==> src/rtl/pid_controller_dual_mode_core_assert.svh <==
// Assertion macros used by the dual-mode PID controller top module.
`ifndef PID_CONTROLLER_DUAL_MODE_CORE_ASSERT_SVH
`define PID_CONTROLLER_DUAL_MODE_CORE_ASSERT_SVH

// Same-cycle implication, checked on i_clk outside reset.
`define PDM_ASSERT_IMPLY(name, ante, cons, msg) \
    name: assert property (@(posedge i_clk) disable iff (!i_rst_n) (ante) |-> (cons)) \
        else $error(msg);

// Next-cycle implication, checked on i_clk outside reset.
`define PDM_ASSERT_NEXT(name, ante, cons, msg) \
    name: assert property (@(posedge i_clk) disable iff (!i_rst_n) (ante) |=> (cons)) \
        else $error(msg);

`endif

==> src/rtl/pid_dm_pkg.sv <==
// Types and constants for the dual-mode PID controller.
package pid_dm_pkg;

    localparam int CFG_IDX_W  = 3;
    localparam int CFG_DATA_W = 24;

    localparam int IN_W    = 16;
    localparam int ERR_W   = 17;
    localparam int GAIN_W  = 24;
    localparam int SUM_W   = 24;
    localparam int DB_W    = 16;
    localparam int ILIM_W  = 23;
    localparam int DLIM_W  = 20;
    localparam int DRV_W   = 21;
    localparam int FRAC_W  = 16;
    localparam int ACC_W   = 37;
    localparam int PROD_W  = 48;
    localparam int MAC_W   = 51;

    localparam logic [ILIM_W-1:0] ILIM_RST = '1;
    localparam logic [DLIM_W-1:0] DLIM_RST = '1;

    typedef enum logic [CFG_IDX_W-1:0] {
        REG_MODE           = 3'd0,
        REG_GAIN_P         = 3'd1,
        REG_GAIN_I         = 3'd2,
        REG_GAIN_D         = 3'd3,
        REG_DEAD_BAND      = 3'd4,
        REG_INTEGRAL_LIMIT = 3'd5,
        REG_DRIVE_LIMIT    = 3'd6
    } t_reg_idx;

    typedef enum logic {
        MODE_POSITIONAL  = 1'b0,
        MODE_INCREMENTAL = 1'b1
    } t_mode;

    typedef struct packed {
        t_mode                    mode;
        logic signed [GAIN_W-1:0] gain_p;
        logic signed [GAIN_W-1:0] gain_i;
        logic signed [GAIN_W-1:0] gain_d;
        logic [DB_W-1:0]          dead_band;
        logic [ILIM_W-1:0]        integral_limit;
        logic [DLIM_W-1:0]        drive_limit;
    } t_cfg;

endpackage

==> src/rtl/pid_dm_err.sv <==
// Input stage: error forming, dead zone and the input register.
module pid_dm_err import pid_dm_pkg::*; (
    input  logic                    i_clk,
    input  logic                    i_rst_n,
    input  logic                    i_take,
    input  logic                    i_pass,
    input  t_cfg                    i_cfg,
    input  logic signed [IN_W-1:0]  i_setpoint,
    input  logic signed [IN_W-1:0]  i_measured,
    output logic                    o_valid,
    output logic signed [ERR_W-1:0] o_err
);

    logic                    r_valid;
    logic signed [ERR_W-1:0] r_err;
    logic signed [ERR_W-1:0] n_err;
    logic signed [ERR_W:0]   err_x;
    logic signed [ERR_W:0]   band;
    logic signed [ERR_W-1:0] diff;

    always_comb begin
        diff  = {i_setpoint[IN_W-1], i_setpoint} - {i_measured[IN_W-1], i_measured};
        err_x = {diff[ERR_W-1], diff};
        band  = {2'b00, i_cfg.dead_band};
        // strict dead zone, positional mode only
        if (i_cfg.mode == MODE_POSITIONAL && err_x > -band && err_x < band) begin
            n_err = '0;
        end else begin
            n_err = diff;
        end
    end

    always_ff @(posedge i_clk) begin
        if (!i_rst_n) begin
            r_valid <= 1'b0;
        end else if (i_take) begin
            r_valid <= 1'b1;
        end else if (i_pass) begin
            r_valid <= 1'b0;
        end
    end

    always_ff @(posedge i_clk) begin
        if (i_take) begin
            r_err <= n_err;
        end
    end

    assign o_valid = r_valid;
    assign o_err   = r_err;

endmodule

==> config.mk <==
export PLATFORM = sky130hd
export DESIGN_NAME = pid_dm_err
export DESIGN_NICKNAME = d
export VERILOG_FILES = /design/src/rtl/pid_controller_dual_mode_core_assert.svh /design/src/rtl/pid_dm_pkg.sv /design/src/rtl/pid_dm_err.sv
export SDC_FILE = /design/constraint.sdc
export NUM_CORES = 1
export LEC_CHECK = 0
export BUFFER_PORTS_ARGS = -buffer_cell sky130_fd_sc_hd__buf_2
export CAP_MARGIN = 10
export CORE_ASPECT_RATIO = 0.6
export CORE_MARGIN = 4
export CORE_UTILIZATION = 38
export CTS_CLUSTER_SIZE = 10
export DETAILED_ROUTE_END_ITERATION = 8
export MAX_ROUTING_LAYER = met4
export PLACE_DENSITY = 0.82
export SYNTH_ARGS = -nofsm -noshare
export SYNTH_HDL_FRONTEND = slang
export SYNTH_SLANG_ARGS = --single-unit
==> constraint.sdc <==
create_clock -name i_clk -period 3.65 [get_ports i_clk]
set_input_delay 0.1825 -clock i_clk [delete_from_list [all_inputs] [get_ports i_clk]]
set_output_delay 0.1825 -clock i_clk [all_outputs]
set_load 0.1 [all_outputs]
-- Word level (Yosys, flattened, before mapping)
Cells that the tools add are included.
- flip-flop bits (word level): 18
- input bits: 168
- output and inout bits: 18
- word-level logic and storage cells: 12
- $add $sub $neg: 2
- $lt $le $gt $ge: 2
- mux-type cells: 2
- bitwise operators: 1
- reduce and logical (&&, ||, !) cells: 3
- operators by type and width (kind ; number):
    > comparator 17 x 18 -> 1 bit ; 1
    negation 16 -> 18 bit ; 1
    less-than comparator 17 bit ; 1
    subtractor 16 x 16 -> 17 bit ; 1
    logical AND 1 bit ; 2
    2-to-1 mux 1 bit ; 2
    nonzero test 2 bit ; 1
    NOT 1 bit ; 1

-- Longest topological paths before layout
- depth after elaboration: 4
- gate-level depth with buffers: 21
- mapped depth without buffers: 20

-- Worst setup path before layout
OpenSTA, ideal clock, no wires.
- kind: in2reg
- start: input port i_setpoint[0]
- end: register r_err[12], in the netlist o_err[12] (data pin)
- setup time: 259 ps
- arrival: 3689 ps
- data required time: 3391 ps
- slack: -298 ps
- stages: 19
- buffers on the path: 1
- cell sequence: inv_1 ha_1 inv_1 fa_1 a211oi_2 nor2_1 o21a_1 nor2_1 xnor2_1 ha_1 a211o_1 a221o_1 a41o_1 o211ai_1 o221ai_1 a311o_2 a21oi_4 buf_8 nor3_2
- longest elaborated chain between the ends: 4
- elaborated cells between the ends (all ways): 5
- those cells by class: add/sub: 1; order compare: 2; reduce/logical: 2
- ends and longest elaborated chain (item ; RTL line ; text):
    from (decl) ; pid_dm_err.sv:8 ; input logic signed [IN_W-1:0] i_setpoint,
    subtractor 16 x 16 -> 17 bit * ; pid_dm_err.sv:22 ; diff = {i_setpoint[IN_W-1], i_setpoint} - {i_measured[IN_W-1], i_measured};
    net diff[6] ; pid_dm_err.sv:19 ; logic signed [ERR_W-1:0] diff;
    > comparator 17 x 18 -> 1 bit ; pid_dm_err.sv:26 ; if (i_cfg.mode == MODE_POSITIONAL && err_x > -band && err_x < band) begin
    logical AND 1 bit ; pid_dm_err.sv:26 ;
    logical AND 1 bit * ; pid_dm_err.sv:26 ;
    to (signal assigned) ; pid_dm_err.sv:45 ; r_err <= n_err;
    to (decl) ; pid_dm_err.sv:15 ; logic signed [ERR_W-1:0] r_err;
The timed path passes the listed nets; every way through them passes the cells marked *.
A chain may end at the register's enable or synchronous reset.

-- Worst setup path in the final report
- start: input port i_setpoint[0]
- end: register r_err[11], in the netlist o_err[11] (data pin)
Same word-level chain as after synthesis.

==> results summary <==
For the pin with the worst max-slew slack, the measured transition is 0.623 ns. The area growth from synthesis to final layout is 44.5%. The post-layout instance count excluding filler cells came out at 525. Dividing total power by cell area gives a power density of 390 nW/um^2. Synthesis handed over a netlist of 305 instances. The overall overflow remaining after global route came out at 0. In the global route stage, overall resource usage came out at 18.8%.

The number of antenna violations at the first check in global routing came to 0. TritonCTS built the clock tree. The top cell types in the final layout, fill and taps aside, are 69 x sky130_fd_sc_hd__buf_2, 57 x sky130_fd_sc_hd__buf_4, 43 x sky130_fd_sc_hd__ha_1, 31 x sky130_fd_sc_hd__inv_1, 22 x sky130_fd_sc_hd__nor2_1. The fraction of final layout cells with drive strength greater than 1 is 40.9%. The multi-input combinational cells in the finished layout cover a total of 2110 um^2. The floorplan step defined a die boundary enclosing 8360 um^2. The maximum number of pins on one net before global-route repair is 19. The share of the clock period used by the worst path after layout came out at 104%. Summing all flip-flop and latch instances after layout gives 531 um^2.

The number of flops mapped to enable cells by yosys came out at 17. The flow ran to the end, but the final reports show violations. The post-synthesis instance area came out at 2630 um^2.

The final hold violation count is 0. The max-capacitance violation count is 0. The via count normalized by instance count is 5.23. The minimum clock period came out at 3.80 ns. The flop and latch count out of synthesis came out at 18.

Setup repair after global routing could not meet its margin everywhere. The critical path is of the primary input to flop type. The static power due to leakage is 1.88 nW. The weighted congestion at the end of routability-driven global placement is 0.903. The number of H-tree levels is 1.

The maximum root-to-sink buffer count came out at 2. The maximum resistive drop on vdd came out at 0.000463 V. The path class of the tightest hold or removal check is primary input to flop. The post-synthesis net count came out at 520.

The CTS clock-pin slew for the worst setup and hold paths is 0.05 ns. The later pin in the worst-skew pair is clocked with a latency of 0.25 ns. The cell taking the most area after synthesis is sky130_fd_sc_hd__ha_1. At the end of the flow, the number of nets in the layout was 654. The number of pins with negative max-slew slack in the final report came out at 0. Summing the areas of all compound-gate instances in the mapped netlist gives 21.8% of the synthesized area.

The wire length of the first global-routing pass came out at 12,300 um. Detailed routing inserted a total of 2,746 vias. The worst pin sits at a relative slew slack of 58.0%.

The estimated wirelength of the detail-placed design is 6570 um. The synthesized-area fraction occupied by adder cells came out at 22.7%. Yosys attributes the largest share of cell area to sky130_fd_sc_hd__ha_1 22%, sky130_fd_sc_hd__edfxtp_1 19%, sky130_fd_sc_hd__xnor2_1 6.0%. The library cell used most frequently in the layout, excluding fill and tap cells, is sky130_fd_sc_hd__buf_2. The die height is 72.4 um. The endpoint required time on the critical path came out at 3.65 ns. Static timing analysis puts the maximum clock frequency at 263 MHz.

For this block, the initial DRC count from the detailed router was 150. The total wire length came out at 7650 um. Setup violations remaining at the end of the flow were counted as 17. The warning count from the yosys run is 0. The predominant post-synthesis flop cell is sky130_fd_sc_hd__edfxtp_1. The critical path endpoint category is a flop. In this run, distinct cell masters in the synthesized netlist total 55. The final reports fail on setup timing. Dividing the synthesized area by the synthesized cell count gives 8.62 um^2. The worst setup slack for register-to-register paths is 2.97 ns. The DRC violations left came out at 0.

Of all flip-flops after synthesis, the portion carrying an async set or reset was 0%. The number of iterations in the first detailed-routing pass is 5. The number of global-route vias before repair came out at 2,686. The sequential cell area fraction in the yosys report came out at 20.2%. The initial core utilization came out at 39.2%.

The fraction of synthesized area in multiplexers came out at 0%. The fraction of synthesized cell area in xor and xnor cells came out at 8.23%. The utilization of the core after routing came out at 56.6%. The final setup slack of the worst path came out at -0.146 ns. The library cell used as clock root buffer is sky130_fd_sc_hd__clkbuf_16.

The number of standard-cell rows in the floorplan is 23. The wire length per cell came out at 14.6 um. Once placement completed, the tool counted placed cells totaling 518. The sort of element at the start of the critical path is a primary input. The total inserted antenna cells came out at 0. The number of clock buffers added by TritonCTS is 3.

The final worst clock skew is 0 ns. The count of nets left with antenna violations after detail routing is 0. After synthesis, the largest family of logic cells by area is adder cells. After clock tree synthesis, the flow added hold-fix buffers numbering 0.

The synthesized netlist devotes 21.3% of its cell area to simple gates. The arrival time at the worst endpoint came out at 3.79 ns. The boundary pin count came out at 186.

During placement, the flow inserted port buffers numbering 70. The layout has 614 filler cells. The die span in x is 115 um. The count of clock tree sinks came out at 18. The core footprint is 6710 um^2.

The maximum fanout along the worst path came out at 3. In this run the biggest area consumer among cell types represents 21.9% of the synthesized area.
logic make-up after synthesis:
kind of cell	after synthesis
flip-flops	18
adder cells (fa/ha/maj)	47
AO/OA/AOI/OAI	77
XOR/XNOR	23
AND/OR/NAND/NOR	104
buffers and inverters	36
worst max-delay path, cell delays in order:
cell                       delay, ns
sky130_fd_sc_hd__buf_8          0.11
sky130_fd_sc_hd__inv_12         0.04
sky130_fd_sc_hd__ha_4           0.13
sky130_fd_sc_hd__inv_2          0.04
sky130_fd_sc_hd__fa_2           0.34
sky130_fd_sc_hd__a211oi_2       0.25
sky130_fd_sc_hd__nor2_1         0.11
sky130_fd_sc_hd__o21a_1         0.21
sky130_fd_sc_hd__nor2_2         0.12
sky130_fd_sc_hd__xnor2_2        0.13
sky130_fd_sc_hd__ha_1           0.27
sky130_fd_sc_hd__a211o_1        0.26
sky130_fd_sc_hd__a221o_1        0.29
sky130_fd_sc_hd__a41o_1         0.22
sky130_fd_sc_hd__o211ai_1       0.16
sky130_fd_sc_hd__o221ai_1       0.14
sky130_fd_sc_hd__a311o_2        0.39
sky130_fd_sc_hd__buf_4          0.17
sky130_fd_sc_hd__o211a_1        0.23
what timing repair did:
item | in CTS | in global routing
cloned | 1 | 0
pin swaps | 10 | 16
resized for setup | 8 | 26
buffers inserted | 5 | 0
setup endpoints to repair | 17 | 17
final timing paths:
check | from | endpoint | cells after the start
min reg2reg | o_valid | o_valid | 2
max reg2reg | o_valid | o_valid | 2
max | i_setpoint[0] | o_err[11] | 19
min | i_rst_n | o_valid | 2
Yosys cell counts (9+ instances only):
library cell,count
sky130_fd_sc_hd__a21oi_1,19
sky130_fd_sc_hd__edfxtp_1,17
sky130_fd_sc_hd__ha_1,46
sky130_fd_sc_hd__inv_1,34
sky130_fd_sc_hd__nand2_1,19
sky130_fd_sc_hd__nand3_1,14
sky130_fd_sc_hd__nor2_1,24
sky130_fd_sc_hd__nor2b_1,9
sky130_fd_sc_hd__o21a_1,12
sky130_fd_sc_hd__xnor2_1,18
flip-flops by register name, summed over array words and instances (netlist names):
| name | cells |
|---|---|
| o_err | 17 |
| o_valid | 1 |
cell type report:
cell class	count	share of cell area, %
well taps	87	2.87
repair buffers	131	21.9
clock buffers	3	1.98
multi-input cells	251	55.5
clock inverters	1	0.0988
inverters	34	3.69
flip-flops and latches	18	14.0
metrics by stage:
stage          total power, mW  setup TNS [ns]  hold WS, ns  area [um^2]  setup slack, ns
2_1_floorplan            0.921           -2.98        0.295         2660           -0.255
3_3_place_gp              1.17           -7.64        0.384         3540           -0.476
3_5_place_dp              1.20          -10.10        0.396         3540           -0.625
4_1_cts                   1.45           -2.84        0.139         3710           -0.194
5_1_grt                   1.58           -4.70        0.146         3800           -0.302
6_report                  1.48           -1.91        0.138         3800           -0.146
layer usage:
layer | up-vias | wire (um) | global-route usage (%)
li1 | 1381 | - | -
met3 | 10 | 500 | 1.50
met2 | 93 | 3370 | 28.7
met5 | - | 0 | -
met4 | 0 | 95 | 5.47
met1 | 1262 | 3680 | 26.7
power breakdown:
group	leakage, nW	internal, mW	switching, mW
registers	0.174	0.274	0.00767
logic	1.67	0.373	0.609
clock network	0.0385	0.146	0.0725
total	1.88	0.792	0.689
No activity file was read; power rests on OpenSTA's default activity.
