## config.mk

```make
export PLATFORM = sky130hd
export DESIGN_NAME = pid_dm_cfg
export DESIGN_NICKNAME = d
export VERILOG_FILES = /design/src/rtl/pid_controller_dual_mode_core_assert.svh /design/src/rtl/pid_dm_pkg.sv /design/src/rtl/pid_dm_cfg.sv
export SDC_FILE = /design/constraint.sdc
export NUM_CORES = 1
export LEC_CHECK = 0
export BUFFER_PORTS_ARGS = -buffer_cell sky130_fd_sc_hd__buf_2
export CAP_MARGIN = 20
export CORE_UTILIZATION = 25
export DETAILED_ROUTE_END_ITERATION = 16
export MAX_ROUTING_LAYER = met4
export PLACE_DENSITY = 0.49
export SLEW_MARGIN = 15
export SYNTH_ARGS = -nofsm -noshare
export SYNTH_HDL_FRONTEND = slang
export SYNTH_SLANG_ARGS = --single-unit
```

## constraint.sdc

```tcl
create_clock -name i_clk -period 2.43 [get_ports i_clk]
set_clock_uncertainty 0.1 [all_clocks]
set_input_delay 0.486 -clock i_clk [delete_from_list [all_inputs] [get_ports i_clk]]
set_output_delay 0.486 -clock i_clk [all_outputs]
set_load 0.01 [all_outputs]
```

## src/rtl/pid_controller_dual_mode_core_assert.svh

```systemverilog
// Assertion macros used by the dual-mode PID controller top module.
`ifndef PID_CONTROLLER_DUAL_MODE_CORE_ASSERT_SVH
`define PID_CONTROLLER_DUAL_MODE_CORE_ASSERT_SVH

// Same-cycle implication, checked on i_clk outside reset.
`define PDM_ASSERT_IMPLY(name, ante, cons, msg) \
    name: assert property (@(posedge i_clk) disable iff (!i_rst_n) (ante) |-> (cons)) \
        else $error(msg);

// Next-cycle implication, checked on i_clk outside reset.
`define PDM_ASSERT_NEXT(name, ante, cons, msg) \
    name: assert property (@(posedge i_clk) disable iff (!i_rst_n) (ante) |=> (cons)) \
        else $error(msg);

`endif

```

## src/rtl/pid_dm_pkg.sv

```systemverilog
// Types and constants for the dual-mode PID controller.
package pid_dm_pkg;

    localparam int CFG_IDX_W  = 3;
    localparam int CFG_DATA_W = 24;

    localparam int IN_W    = 16;
    localparam int ERR_W   = 17;
    localparam int GAIN_W  = 24;
    localparam int SUM_W   = 24;
    localparam int DB_W    = 16;
    localparam int ILIM_W  = 23;
    localparam int DLIM_W  = 20;
    localparam int DRV_W   = 21;
    localparam int FRAC_W  = 16;
    localparam int ACC_W   = 37;
    localparam int PROD_W  = 48;
    localparam int MAC_W   = 51;

    localparam logic [ILIM_W-1:0] ILIM_RST = '1;
    localparam logic [DLIM_W-1:0] DLIM_RST = '1;

    typedef enum logic [CFG_IDX_W-1:0] {
        REG_MODE           = 3'd0,
        REG_GAIN_P         = 3'd1,
        REG_GAIN_I         = 3'd2,
        REG_GAIN_D         = 3'd3,
        REG_DEAD_BAND      = 3'd4,
        REG_INTEGRAL_LIMIT = 3'd5,
        REG_DRIVE_LIMIT    = 3'd6
    } t_reg_idx;

    typedef enum logic {
        MODE_POSITIONAL  = 1'b0,
        MODE_INCREMENTAL = 1'b1
    } t_mode;

    typedef struct packed {
        t_mode                    mode;
        logic signed [GAIN_W-1:0] gain_p;
        logic signed [GAIN_W-1:0] gain_i;
        logic signed [GAIN_W-1:0] gain_d;
        logic [DB_W-1:0]          dead_band;
        logic [ILIM_W-1:0]        integral_limit;
        logic [DLIM_W-1:0]        drive_limit;
    } t_cfg;

endpackage

```

## src/rtl/pid_dm_cfg.sv

```systemverilog
// Configuration register file of the dual-mode PID controller.
module pid_dm_cfg import pid_dm_pkg::*; (
    input  logic                  i_clk,
    input  logic                  i_rst_n,
    input  logic                  i_cfg_we,
    input  logic [CFG_IDX_W-1:0]  i_cfg_index,
    input  logic [CFG_DATA_W-1:0] i_cfg_data,
    output t_cfg                  o_cfg
);

    t_cfg r_cfg;

    always_ff @(posedge i_clk) begin
        if (!i_rst_n) begin
            r_cfg.mode           <= MODE_POSITIONAL;
            r_cfg.gain_p         <= '0;
            r_cfg.gain_i         <= '0;
            r_cfg.gain_d         <= '0;
            r_cfg.dead_band      <= '0;
            r_cfg.integral_limit <= ILIM_RST;
            r_cfg.drive_limit    <= DLIM_RST;
        end else if (i_cfg_we) begin
            case (t_reg_idx'(i_cfg_index))
                REG_MODE:           r_cfg.mode           <= t_mode'(i_cfg_data[0]);
                REG_GAIN_P:         r_cfg.gain_p         <= i_cfg_data[GAIN_W-1:0];
                REG_GAIN_I:         r_cfg.gain_i         <= i_cfg_data[GAIN_W-1:0];
                REG_GAIN_D:         r_cfg.gain_d         <= i_cfg_data[GAIN_W-1:0];
                REG_DEAD_BAND:      r_cfg.dead_band      <= i_cfg_data[DB_W-1:0];
                REG_INTEGRAL_LIMIT: r_cfg.integral_limit <= i_cfg_data[ILIM_W-1:0];
                REG_DRIVE_LIMIT:    r_cfg.drive_limit    <= i_cfg_data[DLIM_W-1:0];
                default: ;
            endcase
        end
    end

    assign o_cfg = r_cfg;

endmodule

```

## Word-level counts from Yosys, hierarchy flattened

Index checks and enable logic that the tools add are counted.

| operators by class | value |
|---|---|
| $add $sub $neg | 0 |
| bitwise logic cells | 0 |
| multiply operators | 0 |
| reductions and logical operators | 8 |
| shift-type cells | 0 |
| order comparisons | 0 |
| div/mod/pow operators | 0 |
| multiplexer cells | 0 |
| equal/unequal tests | 6 |

Operators by type and width:

| operator | count |
|---|---|
| $reduce_and 2->1 | 7 |
| $eq 3x3->1 const B | 3 |
| $eq 3x2->1 const B | 2 |
| $eq 3x1->1 const B | 1 |
| $logic_not 3->1 | 1 |

| storage, ports and cells | value |
|---|---|
| bits in writable memories | 0 |
| memories | 0 |
| bits in read-only memories | 0 |
| flip-flop bits (word level) | 132 |
| bits in latches | 0 |

## Depth between registers and ports, before layout

Gate-level depths: netlist of run 1.

| depth | value |
|---|---|
| word-level depth | 2 |
| gate-level depth with buffers | 5 |

## Worst setup path before layout of run 1

OpenSTA, ideal clock, no wires.

| timing | value |
|---|---|
| path kind | input-to-reg |
| from | input port i_rst_n |
| to | register r_cfg, in the netlist o_cfg[107] |
| data arrival time | 1.195 ns |
| setup slack | 1.064 ns |
| stages on the path | 5 |
| cells stage by stage | buf_2 -> buf_4 -> clkbuf_1 -> nand2_1 -> mux2i_1 |

RTL lines:

| what | RTL line | RTL |
|---|---|---|
| start, declared | pid_dm_cfg.sv:4 | `input logic i_rst_n,` |
| end, declared | pid_dm_cfg.sv:11 | `t_cfg r_cfg;` |

## Final worst setup path of run 1

| timing | value |
|---|---|
| from | register r_cfg, in the netlist o_cfg[105] |
| to | output port o_cfg[105] (netlist bit) |

RTL lines:

| what | RTL line | RTL |
|---|---|---|
| end, declared | pid_dm_cfg.sv:8 | `output t_cfg o_cfg` |

No word-level cell between the ends.

==> results of run 1 <==
metal layers:
| layer | track usage, % | up-vias | share of wire (%) |
|---|---|---|---|
| met4 | 5.68 | 0 | 1.8 |
| met1 | 17.9 | 1832 | 49 |
| met5 | - | - | 0 |
| met3 | 4.04 | 17 | 3.9 |
| li1 | - | 1906 | - |
| met2 | 21.3 | 90 | 45 |
per-stage QoR:
step	instance area (um^2)	power, mW
detailed placement	6110	2.61
CTS	6670	5.08
floorplan	5160	2.49
global route	6670	5.20
finish	6670	5.01
global placement	6110	2.61
cells in the final DEF (no fill, tap or decap):
cell        Yosys  layout
bufinv_16       0       1
nor2b_1        66      66
nand2_1       113     113
clkbuf_8        0       2
and4b_2         0       1
clkbuf_16       0      17
buf_4           6       7
clkinv_2        0       2
nand4bb_1       1       1
buf_12          4       2
inv_6           0       1
nand4b_1        2       2
dfxtp_1       132     132
nor4b_1         1       1
clkinv_4        0       3
clkbuf_1        7       1
and4bb_1        2       2
mux2i_1       132     132
buf_2          13     160
clkinvlp_4      0       4
logic make-up (layout without fill, tap and decap cells):
kind of cell,Yosys count,after routing,share of synthesized area (%)
multiplexers,132,132,25.6
AND/OR/NAND/NOR,186,186,17.6
flip-flops,132,132,51.2
buffers and inverters,36,200,5.51
final cells by class:
cell class,instances,area [um^2]
Clock inverter,11,105
Sequential cell,132,2640
Fill cell,2106,13600
Timing Repair Buffer,169,893
Multi-Input combinational cell,318,2230
Clock buffer,20,457
Tap cell,270,338
worst register-to-register path, delay by kind of cell (launching register included):
| kind | cells | cell delay [ns] |
|---|---|---|
| flip-flops | 1 | 0.31 |
| AND/OR/NAND/NOR | 1 | 0.13 |
| multiplexers | 1 | 0.09 |
worst max-delay path by stage:
stage | to | cells past startpoint
finish | o_cfg[105] | 1
global route | o_cfg[83] | 1
CTS | o_cfg[105] | 1
detailed placement | o_cfg[32] | 4
global placement | o_cfg[27] | 4
floorplan | o_cfg[107] | 5
power breakdown:
part | switching, mW | internal (mW)
Combinational | 0.195 | 0.130
Sequential | 0.0235 | 2.21
Clock | 0.988 | 1.46
Total | 1.21 | 3.80
==> results by group, run 1 <==
Status
  – Status: completed

Route
  – Routed Antenna Nets: 0
  – Via density: 4.18
  – Post-Route WL: 14,300 um
  – Initial DRC Count: 127
  – Remaining DRCs: 0
  – Vias post-DR: 3,845
  – DRT Pass-1 Iters: 4
  – Routed wire per std cell: 15.6 um

Setup path
  – Critical R2R Capture: o_cfg[32]
  – Critical path required time: 1.84 ns
  – Worst-path cell chain: buf_2
  – Critical Path Sink Type: output pin
  – Worst reg-to-reg setup slack: 1.67 ns
  – R2R depth: 2
  – Crit path from: o_cfg[105]
  – WS Path Type: register to output pin
  – CP max-delay cell: dfxtp_1
  – R2r startpoint: o_cfg[32]
  – Startpoint types: register
  – Worst-path fanout max: 2
  – Worst path top cell family by delay: flip-flops
  – Largest stage delay on the critical path: 0.35 ns
  – Buf/Inv on CP: 1
  – Data arrival, critical path: 0.92 ns

Power and ir drop
  – PD cells: 751 mW/mm^2
  – Max VDD drop: 0.400 mV
  – Leak: 3.06 nW

Timing
  – Tcrit/Tclk final: 62.1%
  – Clock period minus worst slack: 1.51 ns
  – Final setup violation count: 0
  – Worst-margin pin slew: 0.481 ns
  – Slew Limit Fails: 0
  – Setup TNS: 0 ns
  – Final WS setup: 0.921 ns
  – Slew margin rel.: 68.0%
  – Hold Fails Final Rpt: 0
  – Fmax achieved: 663 MHz
  – RSZ-0062 raised after global routing: no
  – Hold_ws: 0.252 ns

Hold path
  – Worst Hold End: o_cfg[40]
  – Min-delay src: i_cfg_data[20]
  – Min-Delay Path Depth: 3
  – Hold Crit Class: primary input to register

Yosys
  – Post-synth EDFFs: 0
  – Syn. warnings: 0
  – Synth Cell Area: 0.00516 mm^2
  – Sequential-to-total area share from yosys stat: 51.2%
  – Ys flop type: dfxtp_1
  – Post-synth top cells: 132 x dfxtp_1, 132 x mux2i_1, 113 x nand2_1, 66 x nor2b_1, 13 x buf_2
  – Synth top area cells: dfxtp_1 51%, mux2i_1 26%, nand2_1 8.2%
  – Post-synth cell types: 14
  – Synth async-reset ratio: 0%
  – Top cell type's share of synthesized area: 51.2%
  – Area leader, netlist: dfxtp_1
  – Syn Area/Cell: 10.6 um^2
  – Flops & latches, synth: 132
  – Post-synth net total: 516
  – Cells after Synth: 486

Floorplanning
  – Die H: 146 um
  – IO Pins: 162
  – Die Area: 0.0212 mm^2
  – # rows: 52
  – Core Area: 0.0202 mm^2
  – Die width: 146 um
  – Initial Util: 25.5%

Placed design
  – Detailed placement HPWL: 10,200 um
  – Placed Cells incl. Taps: 889
  – Final Wtd Congestion: 0.792
  – Pre-CTS WS: 0.673 ns
  – Count of input and output buffers: 161

Final layout
  – Cell Count, Final, Fillers Out: 920
  – Diode count: 0
  – Share of layout cells above drive strength 1: 30.8%
  – Fin nets: 668
  – Largest register FFs: 132
  – Final core occ: 33.0%
  – Area grow syn2layout: 29.3%

Global routing
  – GRT overflow: 0
  – Initial antenna violation count: 0
  – First-pass GRT wire length: 21,900 um
  – Vias in the first global route: 3,802
  – Largest net degree at the start of global routing: 92
  – All-Layer GR Usage: 14.2%

Clocking
  – Root buffer cell: clkbuf_16
  – Post_cts resized: 0
  – Clk sinks: 132
  – Hold_buf cts: 0
  – Inserted Clock Buffers: 17
  – Later-pin clock latency in the skew report: 0.42 ns
  – CTS tree: done
  – Clk buf depth: 2
  – Clk pin slew, worst setup/hold paths: 0.06 ns
  – H-tree depth: 4
  – Post-CTS setup buffer count: 0

Job
  – Max-cap viol count: 0
No activity file was read; power rests on OpenSTA's default activity.
==> run 2, diff against run 1 <==
clock period = 1.39 ns   (was 2.43 ns; I/O delays follow)
==> results by group, run 2 (synthesis results as in run 1) <==
Status
  – Status: completed

Placed design
  – Detailed placement HPWL: 10,300 um (+1.1%)
  – Final Wtd Congestion: 0.794 (+0.32%)
  – Pre-CTS WS: -0.00777 ns (-0.681 ns)
  – DP Area: 0.00622 mm^2 (+1.9%)
  – Placed Cells incl. Taps: 893 (+0.45%)
  – Count of input and output buffers: 161 (unchanged)

Timing
  – Final WS setup: 0.0870 ns (-0.834 ns)
  – Tcrit/Tclk final: 93.7%
  – Fmax achieved: 767 MHz
  – Setup TNS: 0 ns (unchanged)
  – Final setup violation count: 0 (unchanged)
  – RSZ-0062 raised after global routing: no
  – Worst-margin pin slew: 0.328 ns (-0.153 ns)
  – Slew Limit Fails: 0 (unchanged)
  – Hold_ws: 0.0399 ns (-0.212 ns)
  – Slew margin rel.: 77.8% (+9.9 points)
  – Hold Fails Final Rpt: 0 (unchanged)
  – Clock period minus worst slack: 1.30 ns

Setup path
  – Largest stage delay on the critical path: 0.35 ns (about the same)
  – Data arrival, critical path: 0.93 ns (about the same)
  – WS Path Type: register to output pin
  – Critical path required time: 1.01 ns (-0.83 ns)
  – Worst-path cell chain: buf_2
  – CP max-delay cell: dfxtp_1
  – Worst-path fanout max: 2 (unchanged)
  – R2R depth: 2 (unchanged)
  – Worst reg-to-reg setup slack: 0.67 ns (-1.00 ns)
  – R2r startpoint: o_cfg[26]
  – Buf/Inv on CP: 1 (unchanged)
  – Worst path top cell family by delay: flip-flops
  – Critical R2R Capture: o_cfg[26]
  – Critical Path Sink Type: output pin
  – Startpoint types: register

Power and ir drop
  – Logic pwr share: 6.7% (+0.2 points)
  – Leak: 3.12 nW (+2.0%)
  – Part of the power in registers: 44.3% (-0.4 points)
  – Max VDD drop: 0.694 mV (+74%)
  – Clock Power Share: 49.0% (+0.2 points)
  – PD cells: 1300 mW/mm^2 (+73%)
  – NetSw: 2.12 mW (+76%)
  – Internal Power: 6.71 mW (+77%)
  – Sw frac: 24.0% (-0.080 points)
  – Total Power: 8.83 mW (+76%)

Final layout
  – Most frequent cells in the layout: 160 x buf_2, 132 x mux2i_1, 132 x dfxtp_1
  – Share of layout cells above drive strength 1: 31.5% (+0.68 points)
  – Cell Count, Final, Fillers Out: 926 (+0.65%)
  – Largest register FFs: 132 (unchanged)
  – Commonest non-fill, non-tap cell in the layout: buf_2
  – Fin nets: 672 (+0.60%)
  – Final instance area: 0.00680 mm^2 (+2.0%)
  – Final core occ: 33.6% (+0.65 points)
  – Filler instances: 2,120 (+0.66%)
  – Area grow syn2layout: 31.8%

Clocking
  – Post-CTS setup buffer count: 0 (unchanged)
  – Clk buf depth: 2 (unchanged)
  – H-tree depth: 4 (unchanged)
  – Later-pin clock latency in the skew report: 0.42 ns (about the same)
  – Clk sinks: 132 (unchanged)
  – CTS tree: done
  – Hold_buf cts: 0 (unchanged)
  – Inserted Clock Buffers: 17 (unchanged)
  – Clk pin slew, worst setup/hold paths: 0.06 ns (about the same)
  – Post_cts resized: 0 (unchanged)
  – Root buffer cell: clkbuf_16

Hold path
  – Hold Crit Class: primary input to register
  – Worst Hold End: o_cfg[41]
  – Min-Delay Path Depth: 3 (unchanged)
  – Min-delay src: i_cfg_data[21]

Global routing
  – Initial antenna violation count: 1 (+1)
  – First-pass GRT wire length: 22,100 um (+0.69%)
  – Vias in the first global route: 3,847 (+1.2%)
  – GRT overflow: 0 (unchanged)
  – All-Layer GR Usage: 14.1% (-0.076 points)
  – Largest net degree at the start of global routing: 76 (-17%)

Route
  – Routed Antenna Nets: 0 (unchanged)
  – Via density: 4.21 (+0.80%)
  – Post-Route WL: 14,300 um (about the same)
  – Routed wire per std cell: 15.5 um (-0.66%)
  – Vias post-DR: 3,901 (+1.5%)
  – Initial DRC Count: 157 (+24%)
  – DRT Pass-1 Iters: 4 (unchanged)
  – Remaining DRCs: 0 (unchanged)

Floorplanning
  – Initial Util: 25.5% (unchanged)
  – Die width: 146 um (unchanged)
  – IO Pins: 162 (unchanged)
  – Die H: 146 um (unchanged)
  – # rows: 52 (unchanged)
  – Core Area: 0.0202 mm^2 (unchanged)
  – Die Area: 0.0212 mm^2 (unchanged)

Job
  – Max-cap viol count: 0 (unchanged)
## run 2: changes by cell type in the layout (fill, tap and decap cells not counted)
cell      before  now
buf_12         2    9
buf_4          7    4
clkbuf_1       1    0
clkbuf_8       2    3
clkinv_2       2    4
diode_2        0    1
inv_6          1    0
## run 2: worst max path at each step
stage,startpoint,end,depth (start not counted)
3_5_place_dp,i_cfg_index[2],o_cfg[130],4
3_3_place_gp,i_cfg_index[1],o_cfg[34],4
2_1_floorplan,i_rst_n,o_cfg[107],5
6_report,o_cfg[130],o_cfg[130],1
5_1_grt,o_cfg[130],o_cfg[130],1
4_1_cts,o_cfg[122],o_cfg[122],1
## run 2: layout make-up
type	instances	area [um^2]	share of cell area (%)
well taps	270	338	4.97
clock buffers	20	467	6.86
diodes	1	2.50	0.0368
clock inverters	12	106	1.56
repair buffers	173	1010	14.9
multi-input cells	318	2230	32.8
flip-flops and latches	132	2640	38.9
## run 2: power by group through the flow
stage,clock network (mW),registers (mW),logic [mW]
after floorplan,0,4.03,0.313
after global placement,0,3.99,0.589
after detailed placement,0,3.99,0.601
after CTS,4.42,3.91,0.603
after global routing,4.59,3.92,0.643
final,4.33,3.91,0.592
## run 2: routing by layer
metal | wire length [um] | GRT usage [%] | part of all wire (%)
met2 | 6530 | 21.3 | 46
met5 | 0 | - | 0
met4 | 306 | 6.05 | 2.1
met3 | 682 | 3.92 | 4.8
met1 | 6810 | 17.6 | 48
